## src/design/msp_pkg.sv

```systemverilog
`default_nettype none
// ----------------------------------------------------------------------------
// msp_pkg
// Types and constants shared by the master guide table payload parser.
// ----------------------------------------------------------------------------
package msp_pkg;

    localparam int ENTRY_HDR_BYTES = 11;
    localparam int TOPLEN_BYTES    = 2;
    localparam int HEAD_LAST_INDEX = 2;
    localparam int ENTRY_LEN_INDEX = 10;
    localparam logic [7:0] PID_HI_MASK  = 8'h1f;
    localparam logic [7:0] LEN_HI_MASK  = 8'h0f;

    localparam int Q_DEPTH      = 4;
    localparam int Q_PTR_BITS   = 2;
    localparam int Q_LEVEL_BITS = 3;

    typedef enum logic [2:0] {
        KIND_HEAD  = 3'd0,
        KIND_ENTRY = 3'd1,
        KIND_EDESC = 3'd2,
        KIND_TDESC = 3'd3,
        KIND_DATA  = 3'd4,
        KIND_DONE  = 3'd5,
        KIND_ERR   = 3'd6
    } t_kind;

    typedef enum logic [2:0] {
        PH_IDLE,
        PH_HEAD,
        PH_ENTRY,
        PH_TOPLEN,
        PH_TAG,
        PH_LEN,
        PH_DATA,
        PH_SKIP
    } t_phase;

    typedef struct packed {
        logic [7:0]  payload_byte;
        logic        first_of_section;
        logic [11:0] payload_length;
    } t_in_item;

    typedef struct packed {
        t_kind       kind;
        logic [7:0]  protocol_version;
        logic [15:0] tables_defined;
        logic [15:0] table_type;
        logic [12:0] table_pid;
        logic [4:0]  table_version;
        logic [31:0] number_bytes;
        logic [7:0]  desc_tag;
        logic [7:0]  desc_length;
        logic [7:0]  data_byte;
    } t_out_item;

    typedef struct packed {
        logic [1:0] count;
        t_out_item  rec0;
        t_out_item  rec1;
    } t_push;

    typedef struct packed {
        logic                    valid;
        logic                    room;
        logic [Q_LEVEL_BITS-1:0] level;
    } t_q_status;

endpackage
`default_nettype wire

```

## src/design/msp_front.sv

```systemverilog
`default_nettype none
// ----------------------------------------------------------------------------
// msp_front
// Byte parser: walks the section payload and emits up to two records a beat.
// ----------------------------------------------------------------------------
module msp_front #(
    parameter int LENGTH_BITS = 12
) (
    input  wire logic              i_clk,
    input  wire logic              i_rst_n,
    input  wire logic              i_accept,
    input  wire msp_pkg::t_in_item i_item,
    output msp_pkg::t_push         o_push
);

    localparam int LW = LENGTH_BITS;
    localparam int SW = ((LW > 12) ? LW : 12) + 1;

    msp_pkg::t_phase r_phase, n_phase;
    logic            r_tbl, n_tbl;
    logic [LW-1:0]   r_bp, n_bp;
    logic [LW-1:0]   r_sl, n_sl;
    logic [15:0]     r_tables, n_tables;
    logic [3:0]      r_fbi, n_fbi;
    logic [15:0]     r_type, n_type;
    logic [12:0]     r_pid, n_pid;
    logic [4:0]      r_ver, n_ver;
    logic [31:0]     r_size, n_size;
    logic [LW-1:0]   r_loop_end, n_loop_end;
    logic [7:0]      r_tag, n_tag;
    logic [7:0]      r_dbl, n_dbl;

    function automatic msp_pkg::t_out_item mk_rec(input msp_pkg::t_kind k);
        msp_pkg::t_out_item r;
        r      = '0;
        r.kind = k;
        return r;
    endfunction

    always_comb begin
        msp_pkg::t_out_item recs [2];
        msp_pkg::t_out_item rec;
        logic [1:0]  cnt;
        logic [7:0]  b;
        logic [3:0]  fbi_cur;
        logic        loop_ph;
        logic        do_start, start_tbl, do_finish, do_next;
        logic [11:0] len;
        logic [SW-1:0] end_pos;

        n_phase    = r_phase;
        n_tbl      = r_tbl;
        n_bp       = r_bp;
        n_sl       = r_sl;
        n_tables   = r_tables;
        n_fbi      = r_fbi;
        n_type     = r_type;
        n_pid      = r_pid;
        n_ver      = r_ver;
        n_size     = r_size;
        n_loop_end = r_loop_end;
        n_tag      = r_tag;
        n_dbl      = r_dbl;

        recs[0]   = '0;
        recs[1]   = '0;
        rec       = '0;
        cnt       = 2'd0;
        b         = i_item.payload_byte;
        fbi_cur   = 4'd0;
        loop_ph   = 1'b0;
        do_start  = 1'b0;
        start_tbl = 1'b0;
        do_finish = 1'b0;
        do_next   = 1'b0;
        len       = 12'd0;
        end_pos   = '0;

        if (i_accept) begin
            if (i_item.first_of_section) begin
                n_sl     = LW'(i_item.payload_length);
                n_bp     = '0;
                n_tables = 16'd0;
                n_fbi    = 4'd0;
                n_phase  = msp_pkg::PH_HEAD;
            end
            if (n_phase != msp_pkg::PH_IDLE) begin
                n_bp    = n_bp + LW'(1);
                fbi_cur = n_fbi;
                n_fbi   = fbi_cur + 4'd1;
                case (n_phase)
                    msp_pkg::PH_HEAD: begin
                        if (fbi_cur == 4'd0) begin
                            n_tag = b;
                        end else begin
                            n_tables = {n_tables[7:0], b};
                        end
                        if (fbi_cur >= 4'(msp_pkg::HEAD_LAST_INDEX)) begin
                            rec                  = mk_rec(msp_pkg::KIND_HEAD);
                            rec.protocol_version = n_tag;
                            rec.tables_defined   = n_tables;
                            recs[cnt[0]]         = rec;
                            cnt                  = cnt + 2'd1;
                            do_next              = 1'b1;
                        end else if (n_bp >= n_sl) begin
                            recs[cnt[0]] = mk_rec(msp_pkg::KIND_ERR);
                            cnt          = cnt + 2'd1;
                            n_phase      = msp_pkg::PH_IDLE;
                        end
                    end
                    msp_pkg::PH_ENTRY: begin
                        if (fbi_cur < 4'd2) begin
                            n_type = {r_type[7:0], b};
                        end else if (fbi_cur == 4'd2) begin
                            n_pid = {b[4:0] & msp_pkg::PID_HI_MASK[4:0], 8'h00};
                        end else if (fbi_cur == 4'd3) begin
                            n_pid = {r_pid[12:8], b};
                        end else if (fbi_cur == 4'd4) begin
                            n_ver = b[4:0] & msp_pkg::PID_HI_MASK[4:0];
                        end else if (fbi_cur < 4'd9) begin
                            n_size = {r_size[23:0], b};
                        end else if (fbi_cur == 4'd9) begin
                            n_loop_end = LW'(b & msp_pkg::LEN_HI_MASK);
                        end
                        if (fbi_cur >= 4'(msp_pkg::ENTRY_LEN_INDEX)) begin
                            rec               = mk_rec(msp_pkg::KIND_ENTRY);
                            rec.table_type    = r_type;
                            rec.table_pid     = r_pid;
                            rec.table_version = r_ver;
                            rec.number_bytes  = r_size;
                            recs[cnt[0]]      = rec;
                            cnt               = cnt + 2'd1;
                            len               = {r_loop_end[3:0], b};
                            do_start          = 1'b1;
                            start_tbl         = 1'b0;
                        end
                    end
                    msp_pkg::PH_TOPLEN: begin
                        if (fbi_cur == 4'd0) begin
                            n_loop_end = LW'(b & msp_pkg::LEN_HI_MASK);
                            n_fbi      = 4'd1;
                        end else begin
                            len       = {r_loop_end[3:0], b};
                            do_start  = 1'b1;
                            start_tbl = 1'b1;
                        end
                    end
                    msp_pkg::PH_TAG: begin
                        loop_ph = 1'b1;
                        n_tag   = b;
                        n_phase = msp_pkg::PH_LEN;
                    end
                    msp_pkg::PH_LEN: begin
                        loop_ph = 1'b1;
                        if (SW'(n_bp) + SW'(b) <= SW'(r_loop_end)) begin
                            rec = mk_rec(r_tbl ? msp_pkg::KIND_TDESC
                                               : msp_pkg::KIND_EDESC);
                            rec.desc_tag    = r_tag;
                            rec.desc_length = b;
                            recs[cnt[0]]    = rec;
                            cnt             = cnt + 2'd1;
                            n_dbl           = b;
                            n_phase = (b != 8'd0) ? msp_pkg::PH_DATA : msp_pkg::PH_TAG;
                        end else begin
                            n_phase = msp_pkg::PH_SKIP;
                        end
                    end
                    msp_pkg::PH_DATA: begin
                        loop_ph       = 1'b1;
                        rec           = mk_rec(msp_pkg::KIND_DATA);
                        rec.desc_tag  = r_tag;
                        rec.data_byte = b;
                        recs[cnt[0]]  = rec;
                        cnt           = cnt + 2'd1;
                        n_dbl         = r_dbl - 8'd1;
                        if (n_dbl == 8'd0) begin
                            n_phase = msp_pkg::PH_TAG;
                        end
                    end
                    msp_pkg::PH_SKIP: begin
                        loop_ph = 1'b1;
                    end
                    default: begin
                        n_phase = msp_pkg::PH_IDLE;
                    end
                endcase
                if (loop_ph && (n_bp == n_loop_end)) begin
                    do_finish = 1'b1;
                end
            end
        end

        if (do_start) begin
            end_pos = SW'(n_bp) + SW'(len);
            if (end_pos > SW'(n_sl)) begin
                recs[cnt[0]] = mk_rec(msp_pkg::KIND_ERR);
                cnt          = cnt + 2'd1;
                n_phase      = msp_pkg::PH_IDLE;
            end else begin
                n_loop_end = end_pos[LW-1:0];
                n_phase    = msp_pkg::PH_TAG;
                n_tbl      = start_tbl;
                if (n_bp == n_loop_end) begin
                    do_finish = 1'b1;
                end
            end
        end

        if (do_finish) begin
            if (n_tbl) begin
                recs[cnt[0]] = mk_rec(msp_pkg::KIND_DONE);
                cnt          = cnt + 2'd1;
                n_phase      = msp_pkg::PH_IDLE;
            end else begin
                n_tables = n_tables - 16'd1;
                do_next  = 1'b1;
            end
        end

        if (do_next) begin
            n_fbi = 4'd0;
            if ((n_tables != 16'd0) &&
                (SW'(n_bp) + SW'(msp_pkg::ENTRY_HDR_BYTES) <= SW'(n_sl))) begin
                n_phase = msp_pkg::PH_ENTRY;
            end else if (SW'(n_bp) + SW'(msp_pkg::TOPLEN_BYTES) <= SW'(n_sl)) begin
                n_phase = msp_pkg::PH_TOPLEN;
            end else begin
                recs[cnt[0]] = mk_rec(msp_pkg::KIND_ERR);
                cnt          = cnt + 2'd1;
                n_phase      = msp_pkg::PH_IDLE;
            end
        end

        o_push.count = cnt;
        o_push.rec0  = recs[0];
        o_push.rec1  = recs[1];
    end

    always_ff @(posedge i_clk) begin
        if (!i_rst_n) begin
            r_phase  <= msp_pkg::PH_IDLE;
            r_tbl    <= 1'b0;
            r_bp     <= '0;
            r_sl     <= '0;
            r_tables <= 16'd0;
            r_fbi    <= 4'd0;
        end else begin
            r_phase  <= n_phase;
            r_tbl    <= n_tbl;
            r_bp     <= n_bp;
            r_sl     <= n_sl;
            r_tables <= n_tables;
            r_fbi    <= n_fbi;
        end
    end

    always_ff @(posedge i_clk) begin
        r_type     <= n_type;
        r_pid      <= n_pid;
        r_ver      <= n_ver;
        r_size     <= n_size;
        r_loop_end <= n_loop_end;
        r_tag      <= n_tag;
        r_dbl      <= n_dbl;
    end

endmodule
`default_nettype wire

```

## src/design/msp_queue.sv

```systemverilog
`default_nettype none
// ----------------------------------------------------------------------------
// msp_queue
// Four-record queue, up to two writes and one read per cycle.
// ----------------------------------------------------------------------------
module msp_queue (
    input  wire logic                   i_clk,
    input  wire logic                   i_rst_n,
    input  wire msp_pkg::t_push         i_push,
    input  wire logic                   i_pop,
    output msp_pkg::t_out_item          o_data,
    output msp_pkg::t_q_status          o_status
);

    localparam int PB = msp_pkg::Q_PTR_BITS;
    localparam int LB = msp_pkg::Q_LEVEL_BITS;

    msp_pkg::t_out_item r_mem [msp_pkg::Q_DEPTH];
    logic [PB-1:0] r_wr, n_wr;
    logic [PB-1:0] r_rd, n_rd;
    logic [LB-1:0] r_level, n_level;

    always_comb begin
        n_wr    = r_wr + PB'(i_push.count);
        n_rd    = r_rd + PB'(i_pop);
        n_level = r_level + LB'(i_push.count) - LB'(i_pop);
    end

    always_ff @(posedge i_clk) begin
        if (!i_rst_n) begin
            r_wr    <= '0;
            r_rd    <= '0;
            r_level <= '0;
        end else begin
            r_wr    <= n_wr;
            r_rd    <= n_rd;
            r_level <= n_level;
        end
    end

    always_ff @(posedge i_clk) begin
        if (i_push.count != 2'd0) begin
            r_mem[r_wr] <= i_push.rec0;
        end
        if (i_push.count == 2'd2) begin
            r_mem[r_wr + PB'(1)] <= i_push.rec1;
        end
    end

    assign o_data          = r_mem[r_rd];
    assign o_status.valid  = (r_level != '0);
    assign o_status.room   = (r_level <= LB'(msp_pkg::Q_DEPTH - 2));
    assign o_status.level  = r_level;

endmodule
`default_nettype wire

```

## src/design/msp_back.sv

```systemverilog
`default_nettype none
// ----------------------------------------------------------------------------
// msp_back
// Output register: drains the record queue onto the result channel.
// ----------------------------------------------------------------------------
module msp_back (
    input  wire logic               i_clk,
    input  wire logic               i_rst_n,
    input  wire msp_pkg::t_q_status i_q_status,
    input  wire msp_pkg::t_out_item i_q_data,
    input  wire logic               i_stall,
    output logic                    o_pop,
    output logic                    o_valid,
    output msp_pkg::t_out_item      o_item
);

    logic               r_valid, n_valid;
    msp_pkg::t_out_item r_item, n_item;

    always_comb begin
        o_pop   = i_q_status.valid && (!r_valid || !i_stall);
        n_valid = r_valid;
        n_item  = r_item;
        if (o_pop) begin
            n_valid = 1'b1;
            n_item  = i_q_data;
        end else if (!i_stall) begin
            n_valid = 1'b0;
        end
    end

    always_ff @(posedge i_clk) begin
        if (!i_rst_n) begin
            r_valid <= 1'b0;
        end else begin
            r_valid <= n_valid;
        end
    end

    always_ff @(posedge i_clk) begin
        r_item <= n_item;
    end

    assign o_valid = r_valid;
    assign o_item  = r_item;

endmodule
`default_nettype wire

```

## src/design/mgt_section_payload_parser.sv

```systemverilog
`default_nettype none
// ----------------------------------------------------------------------------
// mgt_section_payload_parser
// Master guide table section payload parser, one payload byte per beat.
// ----------------------------------------------------------------------------
// Takes one payload byte per cycle and turns it into header, table entry,
// descriptor, data byte, done and error records. The parser writes zero, one
// or two records per byte into a four-record queue; it takes a byte whenever
// at least two queue slots are free, so with the result side ready it runs at
// one byte per cycle. The output register drains one record per cycle when
// not stalled; when a byte yields two records (header or entry followed by
// an error, a descriptor or last data byte closing a loop followed by done
// or an error), the second waits in the queue. A byte's first record passes
// through the queue, then the output register. No clearing pass after reset.
// ----------------------------------------------------------------------------
module mgt_section_payload_parser #(
    parameter int LENGTH_BITS = 12
) (
    input  wire logic               i_clk,
    input  wire logic               i_rst_n,
    input  wire logic               i_valid,
    output logic                    o_stall,
    input  wire msp_pkg::t_in_item  i_item,
    output logic                    o_valid,
    input  wire logic               i_stall,
    output msp_pkg::t_out_item      o_item
);

    msp_pkg::t_push     push;
    msp_pkg::t_q_status q_status;
    msp_pkg::t_out_item q_data;
    logic               pop;
    logic               in_accept;

    assign o_stall   = !q_status.room;
    assign in_accept = i_valid && !o_stall;

    msp_front #(
        .LENGTH_BITS (LENGTH_BITS)
    ) u_front (
        .i_clk    (i_clk),
        .i_rst_n  (i_rst_n),
        .i_accept (in_accept),
        .i_item   (i_item),
        .o_push   (push)
    );

    msp_queue u_queue (
        .i_clk    (i_clk),
        .i_rst_n  (i_rst_n),
        .i_push   (push),
        .i_pop    (pop),
        .o_data   (q_data),
        .o_status (q_status)
    );

    msp_back u_back (
        .i_clk      (i_clk),
        .i_rst_n    (i_rst_n),
        .i_q_status (q_status),
        .i_q_data   (q_data),
        .i_stall    (i_stall),
        .o_pop      (pop),
        .o_valid    (o_valid),
        .o_item     (o_item)
    );

`ifndef SYNTHESIS
    a_no_push_without_beat: assert property (@(posedge i_clk) disable iff (!i_rst_n)
        !in_accept |-> (push.count == 2'd0))
        else $error("record pushed without an input beat");

    a_push_count_range: assert property (@(posedge i_clk) disable iff (!i_rst_n)
        push.count != 2'd3)
        else $error("more than two records from one beat");

    a_queue_level: assert property (@(posedge i_clk) disable iff (!i_rst_n)
        q_status.level <= msp_pkg::Q_LEVEL_BITS'(msp_pkg::Q_DEPTH))
        else $error("record queue overflow");

    a_drain: assert property (@(posedge i_clk) disable iff (!i_rst_n)
        (q_status.valid && !o_valid) |=> o_valid)
        else $error("queued record not moved to output");
`endif

endmodule
`default_nettype wire
```

## config.mk

```make
export PLATFORM = sky130hd
export DESIGN_NAME = mgt_section_payload_parser
export DESIGN_NICKNAME = d
export VERILOG_FILES = /design/src/design/msp_pkg.sv /design/src/design/msp_front.sv /design/src/design/msp_queue.sv /design/src/design/msp_back.sv /design/src/design/mgt_section_payload_parser.sv
export SDC_FILE = /design/constraint.sdc
export NUM_CORES = 1
export LEC_CHECK = 0
export ABC_AREA = 1
export BUFFER_PORTS_ARGS = -buffer_cell sky130_fd_sc_hd__clkbuf_2
export CELL_PAD_IN_SITES_DETAIL_PLACEMENT = 0
export CELL_PAD_IN_SITES_GLOBAL_PLACEMENT = 1
export CORE_AREA = 2 2 280 282
export CTS_BUF_LIST = sky130_fd_sc_hd__clkbuf_4 sky130_fd_sc_hd__clkbuf_8
export DETAILED_ROUTE_END_ITERATION = 6
export DIE_AREA = 0 0 282 284
export PLACE_DENSITY_LB_ADDON = 0.15
export SETUP_SLACK_MARGIN = 0.15
export SYNTH_ARGS = -nofsm -noshare
export SYNTH_HDL_FRONTEND = slang
export SYNTH_SLANG_ARGS = --single-unit
```

## constraint.sdc

```tcl
create_clock -name i_clk -period 15.56 [get_ports i_clk]
set_input_delay 3.112 -clock i_clk [delete_from_list [all_inputs] [get_ports i_clk]]
set_output_delay 3.112 -clock i_clk [all_outputs]
set_load 0.05 [all_outputs]
```

==> impl_metrics.tcl, run 1 <==
set metrics [dict create \
    utilization 0.535 \
    fin_crit_ps 12190 \
    final_area_um2 41200 \
    drv_slew 0 \
    cts_tree "yes" \
    synth_ff_type "edfxtp_1" \
    grt_pass1_wl_um 157000 \
    clkPwrFrac 0.261 \
    path_class "input pin to flip-flop" \
    htree_levels 3 \
    rsz0062_at_grt "no" \
    power.internal_mw 3.83 \
    setup_viol 0 \
    syn_avg_cell_area_um2 9.16 \
    synth.top_cells.by_area "edfxtp_1 54%, nand2_1 8.7%, inv_1 7.1%" \
    tightestPinTransition_ps 1140 \
    hpwl_um 63900 \
    seqCellArea_um2 21400 \
    die_w_um 282 \
    share_seq_of_total_power 0.398 \
    finalPower_mw 6.39 \
    syn_inst 4075 \
    relSlewSlack 0.239 \
    drc 0 \
    synth_seq_cells 735 \
    p_sw_frac 0.400 \
    finalHoldViolCount 0 \
    critPathMostFrequentCell "nand2_1" \
    switching_power_mw 2.56 \
    cts_hold_buf 0 \
    combinationalPowerShare 0.341 \
    cts_buffers 120 \
    grt_overflow 0 \
    endpoint_kind "flip-flop" \
    cts_root_buf "clkbuf_8" \
    die_h_um 284 \
    yosysWarningCount 0 \
    synth_edf_count 667 \
    dr_total_vias 27500 \
    syn_area_um2 37300 \
    final_cell_mix "858 x nand2_1, 702 x inv_1, 667 x edfxtp_1" \
    yosysSeqAreaShare 0.573 \
    drtIter0Drc 2124 \
    placed_area_um2 38800 \
    multi_input_area_um2 12300 \
    ys_types 63 \
    ios 144 \
    initial_utilization 0.485 \
    max_cap_violations 0 \
    slowest_stage "nand2_4" \
    ant_nets 0 \
    nNetsFinal 4314 \
    pwr_density_cell_nw_per_um2 155 \
    synth-async-reset-ratio 0 \
    cpPeakStageDelay_ps 680 \
    cts.path.max_buffers 3 \
    synth_nets 4204 \
    status "completed" \
    drive_above_1_share 0.109 \
    die-area_um2 80100 \
    grt_usage 0.256 \
    post-cts-setup-buffers 0 \
    core_um2 77000 \
    hold_path_class "flip-flop to flip-flop" \
    synth_top_area_share 0.537 \
    first_pass_iters 6 \
    ir_drop_mv 0.0930 \
    syn_to_final_growth_pct 10.4 \
    cts.repair.resized 0 \
    timing.setup.tns_ps 0 \
    antenna_found_initial 3 \
    io_buffers 143 \
    fillers 7094 \
    leakage_nw 19.4 \
    avgRoutedWirePerCell_um 19.2 \
    path_clk_slew_ps 60 \
    clk_latency_ps 770 \
    routed_via_density 5.16 \
    timing.final.crit_share 0.784 \
    start_kind "input pin" \
    row_count 102 \
    grt_max_degree 104 \
    synth_top_area_cell "edfxtp_1" \
    wl_um 102000 \
    hold_slack_ps 438 \
    critPathRequiredTime_ps 15910 \
    fmax_mhz 82.0 \
    critPathArrivalTime_ps 12550 \
    final_common_cell "nand2_1" \
    first_global_vias 26500 \
    cts.sinks 735 \
    crit_fanout 83 \
    finalWeightedCongestion 0.893 \
    clock_skew_ps 54.7 \
]
[power by group through the flow]
| stage | combinational (mW) | sequential (mW) | clock, mW |
|---|---|---|---|
| floorplan | 1.03 | 3.16 | 0 |
| finish | 2.18 | 2.54 | 1.67 |
| detailed placement | 2.20 | 2.59 | 0 |
| global placement | 2.19 | 2.58 | 0 |
| CTS | 2.20 | 2.55 | 1.70 |
| global route | 2.38 | 2.57 | 1.78 |
[kinds of logic (layout without fill, tap and decap cells)]
kind of cell / after synthesis / count (layout) / share of synthesized area
flip-flops: 735 / 735 / 0.573
AO/OA/AOI/OAI: 595 / 595 / 0.0895
buffers and inverters: 934 / 1137 / 0.100
multiplexers: 11 / 11 / 0.00295
other: 0 / 2 / 0
AND/OR/NAND/NOR: 1649 / 1649 / 0.188
XOR/XNOR: 47 / 47 / 0.0112
adder cells (fa/ha/maj): 104 / 104 / 0.0355
[critical path: cells and delay by family]
family / cells / cell delay [ps]
simple gates: 30 / 5700
buf+inv: 11 / 2280
fa+ha+maj: 4 / 1240
compound gates: 1 / 100
[per-stage QoR]
stage	cells	worst slack, ps
floorplan	4075	929
global placement	5103	2890
detailed placement	5103	2630
CTS	5318	3410
global route	5320	2290
finish	5320	3370
[final timing paths]
check / start / endpoint / slack, ps / cells after the start
max: i_item[12] / u_queue.r_mem[0][75]$_SDFFCE_PP0P_ / 3370 / 46
min: u_front.r_type[5]$_DFFE_PP_ / u_front.r_type[13]$_DFFE_PP_ / 440 / 0
max reg2reg: u_queue.r_level[2]$_SDFF_PN0_ / u_queue.r_mem[0][75]$_SDFFCE_PP0P_ / 5850 / 43
min reg2reg: u_front.r_type[5]$_DFFE_PP_ / u_front.r_type[13]$_DFFE_PP_ / 440 / 0
[layer usage]
metal,vias to the layer above,wire [um],GRT usage
met4,0,2540,0.0746
met3,151,5380,0.0321
met5,-,0,0
met1,13000,45200,0.352
met2,756,49100,0.426
li1,13600,-,-
[registers in the layout, summed over array words and instances (netlist names)]
register / flops
u_front.r_sl: 12
u_front.r_bp: 12
u_queue.r_wr: 2
u_front.r_dbl: 8
u_queue.r_rd: 2
u_queue.r_mem: 468
u_front.r_fbi: 4
u_front.r_tbl: 1
u_front.r_phase: 3
u_back.o_item: 117
u_front.r_tables: 16
u_back.o_valid: 1
u_front.r_ver: 5
u_front.r_tag: 8
u_queue.r_level: 3
u_front.r_pid: 13
u_front.r_loop_end: 12
u_front.r_type: 16
u_front.r_size: 32
[cell type report]
| class | count | area share |
|---|---|---|
| multi-input cells | 2406 | 0.299 |
| inverters | 746 | 0.0682 |
| clock buffers | 160 | 0.0474 |
| repair buffers | 176 | 0.0246 |
| diodes | 2 | 0.000121 |
| well taps | 1040 | 0.0316 |
| clock inverters | 55 | 0.00960 |
| flip-flops and latches | 735 | 0.519 |
[synth_stat cells, types with 6 or more instances]
cell type  number
a21oi_1        73
buf_2          53
buf_4          10
buf_6          17
clkbuf_1      106
clkinv_1        7
dfxtp_1        68
edfxtp_1      667
ha_1          101
inv_1         703
inv_2          35
mux2i_1        11
nand2_1       862
nand2_2        19
nand3_1       127
nand3b_1        7
nand4_1        52
nor2_1        437
nor2_2          8
nor3_1         43
nor3b_1        63
nor4_1          7
o21ai_0       311
o21ai_1        36
o21bai_1        6
o22ai_1       121
xnor2_1         7
xor2_1         39
(Power assumes the default switching activity.)
==> run 2: changes to the inputs <==
==> constraint.sdc (replaced) <==
create_clock -name i_clk -period 12.11 [get_ports i_clk]
set_input_delay 2.422 -clock i_clk [delete_from_list [all_inputs] [get_ports i_clk]]
set_output_delay 2.422 -clock i_clk [all_outputs]
set_load 0.05 [all_outputs]
==> run 2 against run 1 <==
  * Flip-flop and latch count unchanged
  * Sequential power increased by 29%
  * Non-clock buffer count grew 15
  * Global-route usage rose by 0.14 points
  * First-iteration DRC count rose by 9.1%
==> impl_metrics.tcl, run 2 (synthesis results as in run 1) <==
set metrics [dict create \
    clk_latency_ps 770 \
    grt_usage 0.258 \
    row_count 102 \
    drc 0 \
    cpPeakStageDelay_ps 530 \
    setup_viol 0 \
    avgRoutedWirePerCell_um 19.3 \
    start_kind "input pin" \
    path_class "input pin to flip-flop" \
    drive_above_1_share 0.115 \
    max_cap_violations 0 \
    cts.path.max_buffers 3 \
    endpoint_kind "flip-flop" \
    hold_path_class "flip-flop to flip-flop" \
    drtIter0Drc 2317 \
    cts_root_buf "clkbuf_8" \
    cts.sinks 735 \
    timing.setup.tns_ps 0 \
    grt_max_degree 118 \
    first_global_vias 26300 \
    relSlewSlack 0.215 \
    finalHoldViolCount 0 \
    status "completed" \
    top_register "u_queue.r_mem" \
    syn_to_final_growth_pct 10.9 \
    critPathRequiredTime_ps 12560 \
    final_common_cell "nand2_1" \
    timing.final.crit_share 0.855 \
    leakage_nw 19.6 \
    path_clk_slew_ps 60 \
    grt_pass1_wl_um 157000 \
    dr_total_vias 27700 \
    cts_tree "yes" \
    critPathMostFrequentCell "nand2_1" \
    ios 144 \
    initial_utilization 0.485 \
    die_h_um 284 \
    nNetsFinal 4329 \
    io_buffers 143 \
    cts_buffers 120 \
    tightestPinTransition_ps 1180 \
    fmax_mhz 96.6 \
    finalWeightedCongestion 0.916 \
    grt_overflow 0 \
    r2r_slack_ps 3460 \
    critPathArrivalTime_ps 10810 \
    pwr_density_cell_nw_per_um2 199 \
    largest_reg_flops 468 \
    cts.repair.resized 0 \
    first_pass_iters 7 \
    rsz0062_at_grt "no" \
    post-cts-setup-buffers 0 \
    fillers 7079 \
    final_area_um2 41400 \
    core_um2 77000 \
    clock_skew_ps 44.0 \
    fin_crit_ps 10360 \
    cts_hold_buf 0 \
    drv_slew 0 \
    die_w_um 282 \
    htree_levels 3 \
    antenna_found_initial 3 \
    final_cell_mix "858 x nand2_1, 702 x inv_1, 667 x edfxtp_1" \
    placed_area_um2 39100 \
    die-area_um2 80100 \
    wl_um 103000 \
    finalPower_mw 8.24 \
    slowest_stage "nand2_4" \
    ir_drop_mv 0.120 \
    ant_nets 0 \
    hpwl_um 64800 \
    crit_fanout 48 \
    routed_via_density 5.20 \
]
-- run 2: cell types whose count changed in the layout (fill, tap and decap cells not counted), moves of 2 or more --
cell,change
clkinv_1,-13
buf_12,+9
clkinv_2,+9
buf_4,+6
clkbuf_8,+2
-- run 2: critical path: cells and delay by family --
family / cells / cell delay [ps]
simple gates: 30 / 4480
buf+inv: 13 / 2120
fa+ha+maj: 4 / 1160
compound gates: 2 / 530
-- run 2: path summary, 6_finish.rpt --
path                                               startpoint                                  to  cells past startpoint
worst max-delay path                               i_item[12]  u_queue.r_mem[1][38]$_SDFFCE_PP0P_                     49
worst min-delay path              u_front.r_size[7]$_DFFE_PP_        u_front.r_size[15]$_DFFE_PP_                      0
worst max register to register  u_queue.r_level[2]$_SDFF_PN0_  u_queue.r_mem[1][38]$_SDFFCE_PP0P_                     43
worst min register to register    u_front.r_size[7]$_DFFE_PP_        u_front.r_size[15]$_DFFE_PP_                      0
-- run 2: metal layers --
metal / GRT usage / vias to the layer above / share of wire
met2: 0.424 / 869 / 0.48
met1: 0.346 / 13100 / 0.43
met4: 0.0918 / 0 / 0.031
li1: - / 13600 / -
met3: 0.0395 / 188 / 0.063
met5: 0 / - / 0
-- run 2: layout make-up --
class | count | area (um^2) | area share
Antenna cell | 1 | 2.50 | 0.0000604
Clock buffer | 163 | 1990 | 0.0480
Clock inverter | 50 | 363 | 0.00876
Inverter | 746 | 2810 | 0.0678
Multi-Input combinational cell | 2406 | 12300 | 0.297
Sequential cell | 735 | 21400 | 0.517
Tap cell | 1040 | 1300 | 0.0314
Timing Repair Buffer | 191 | 1240 | 0.0299
-- run 2: metrics by stage --
step | setup slack, ps | util | hold slack (ps) | std cells
after floorplan | -1830 | - | 418 | 4075
after global placement | 1340 | 0.508 | 420 | 5118
after detailed placement | 1110 | 0.508 | 424 | 5118
after CTS | 1880 | 0.538 | 439 | 5331
after global routing | 812 | 0.538 | 435 | 5332
final | 1750 | 0.538 | 440 | 5332
-- run 2: power by group --
group	switching [mW]	leakage, nW	internal (mW)
combinational	2.14	11.4	0.674
sequential	0.135	6.95	3.14
clock	1.02	1.25	1.13
total	3.29	19.6	4.95
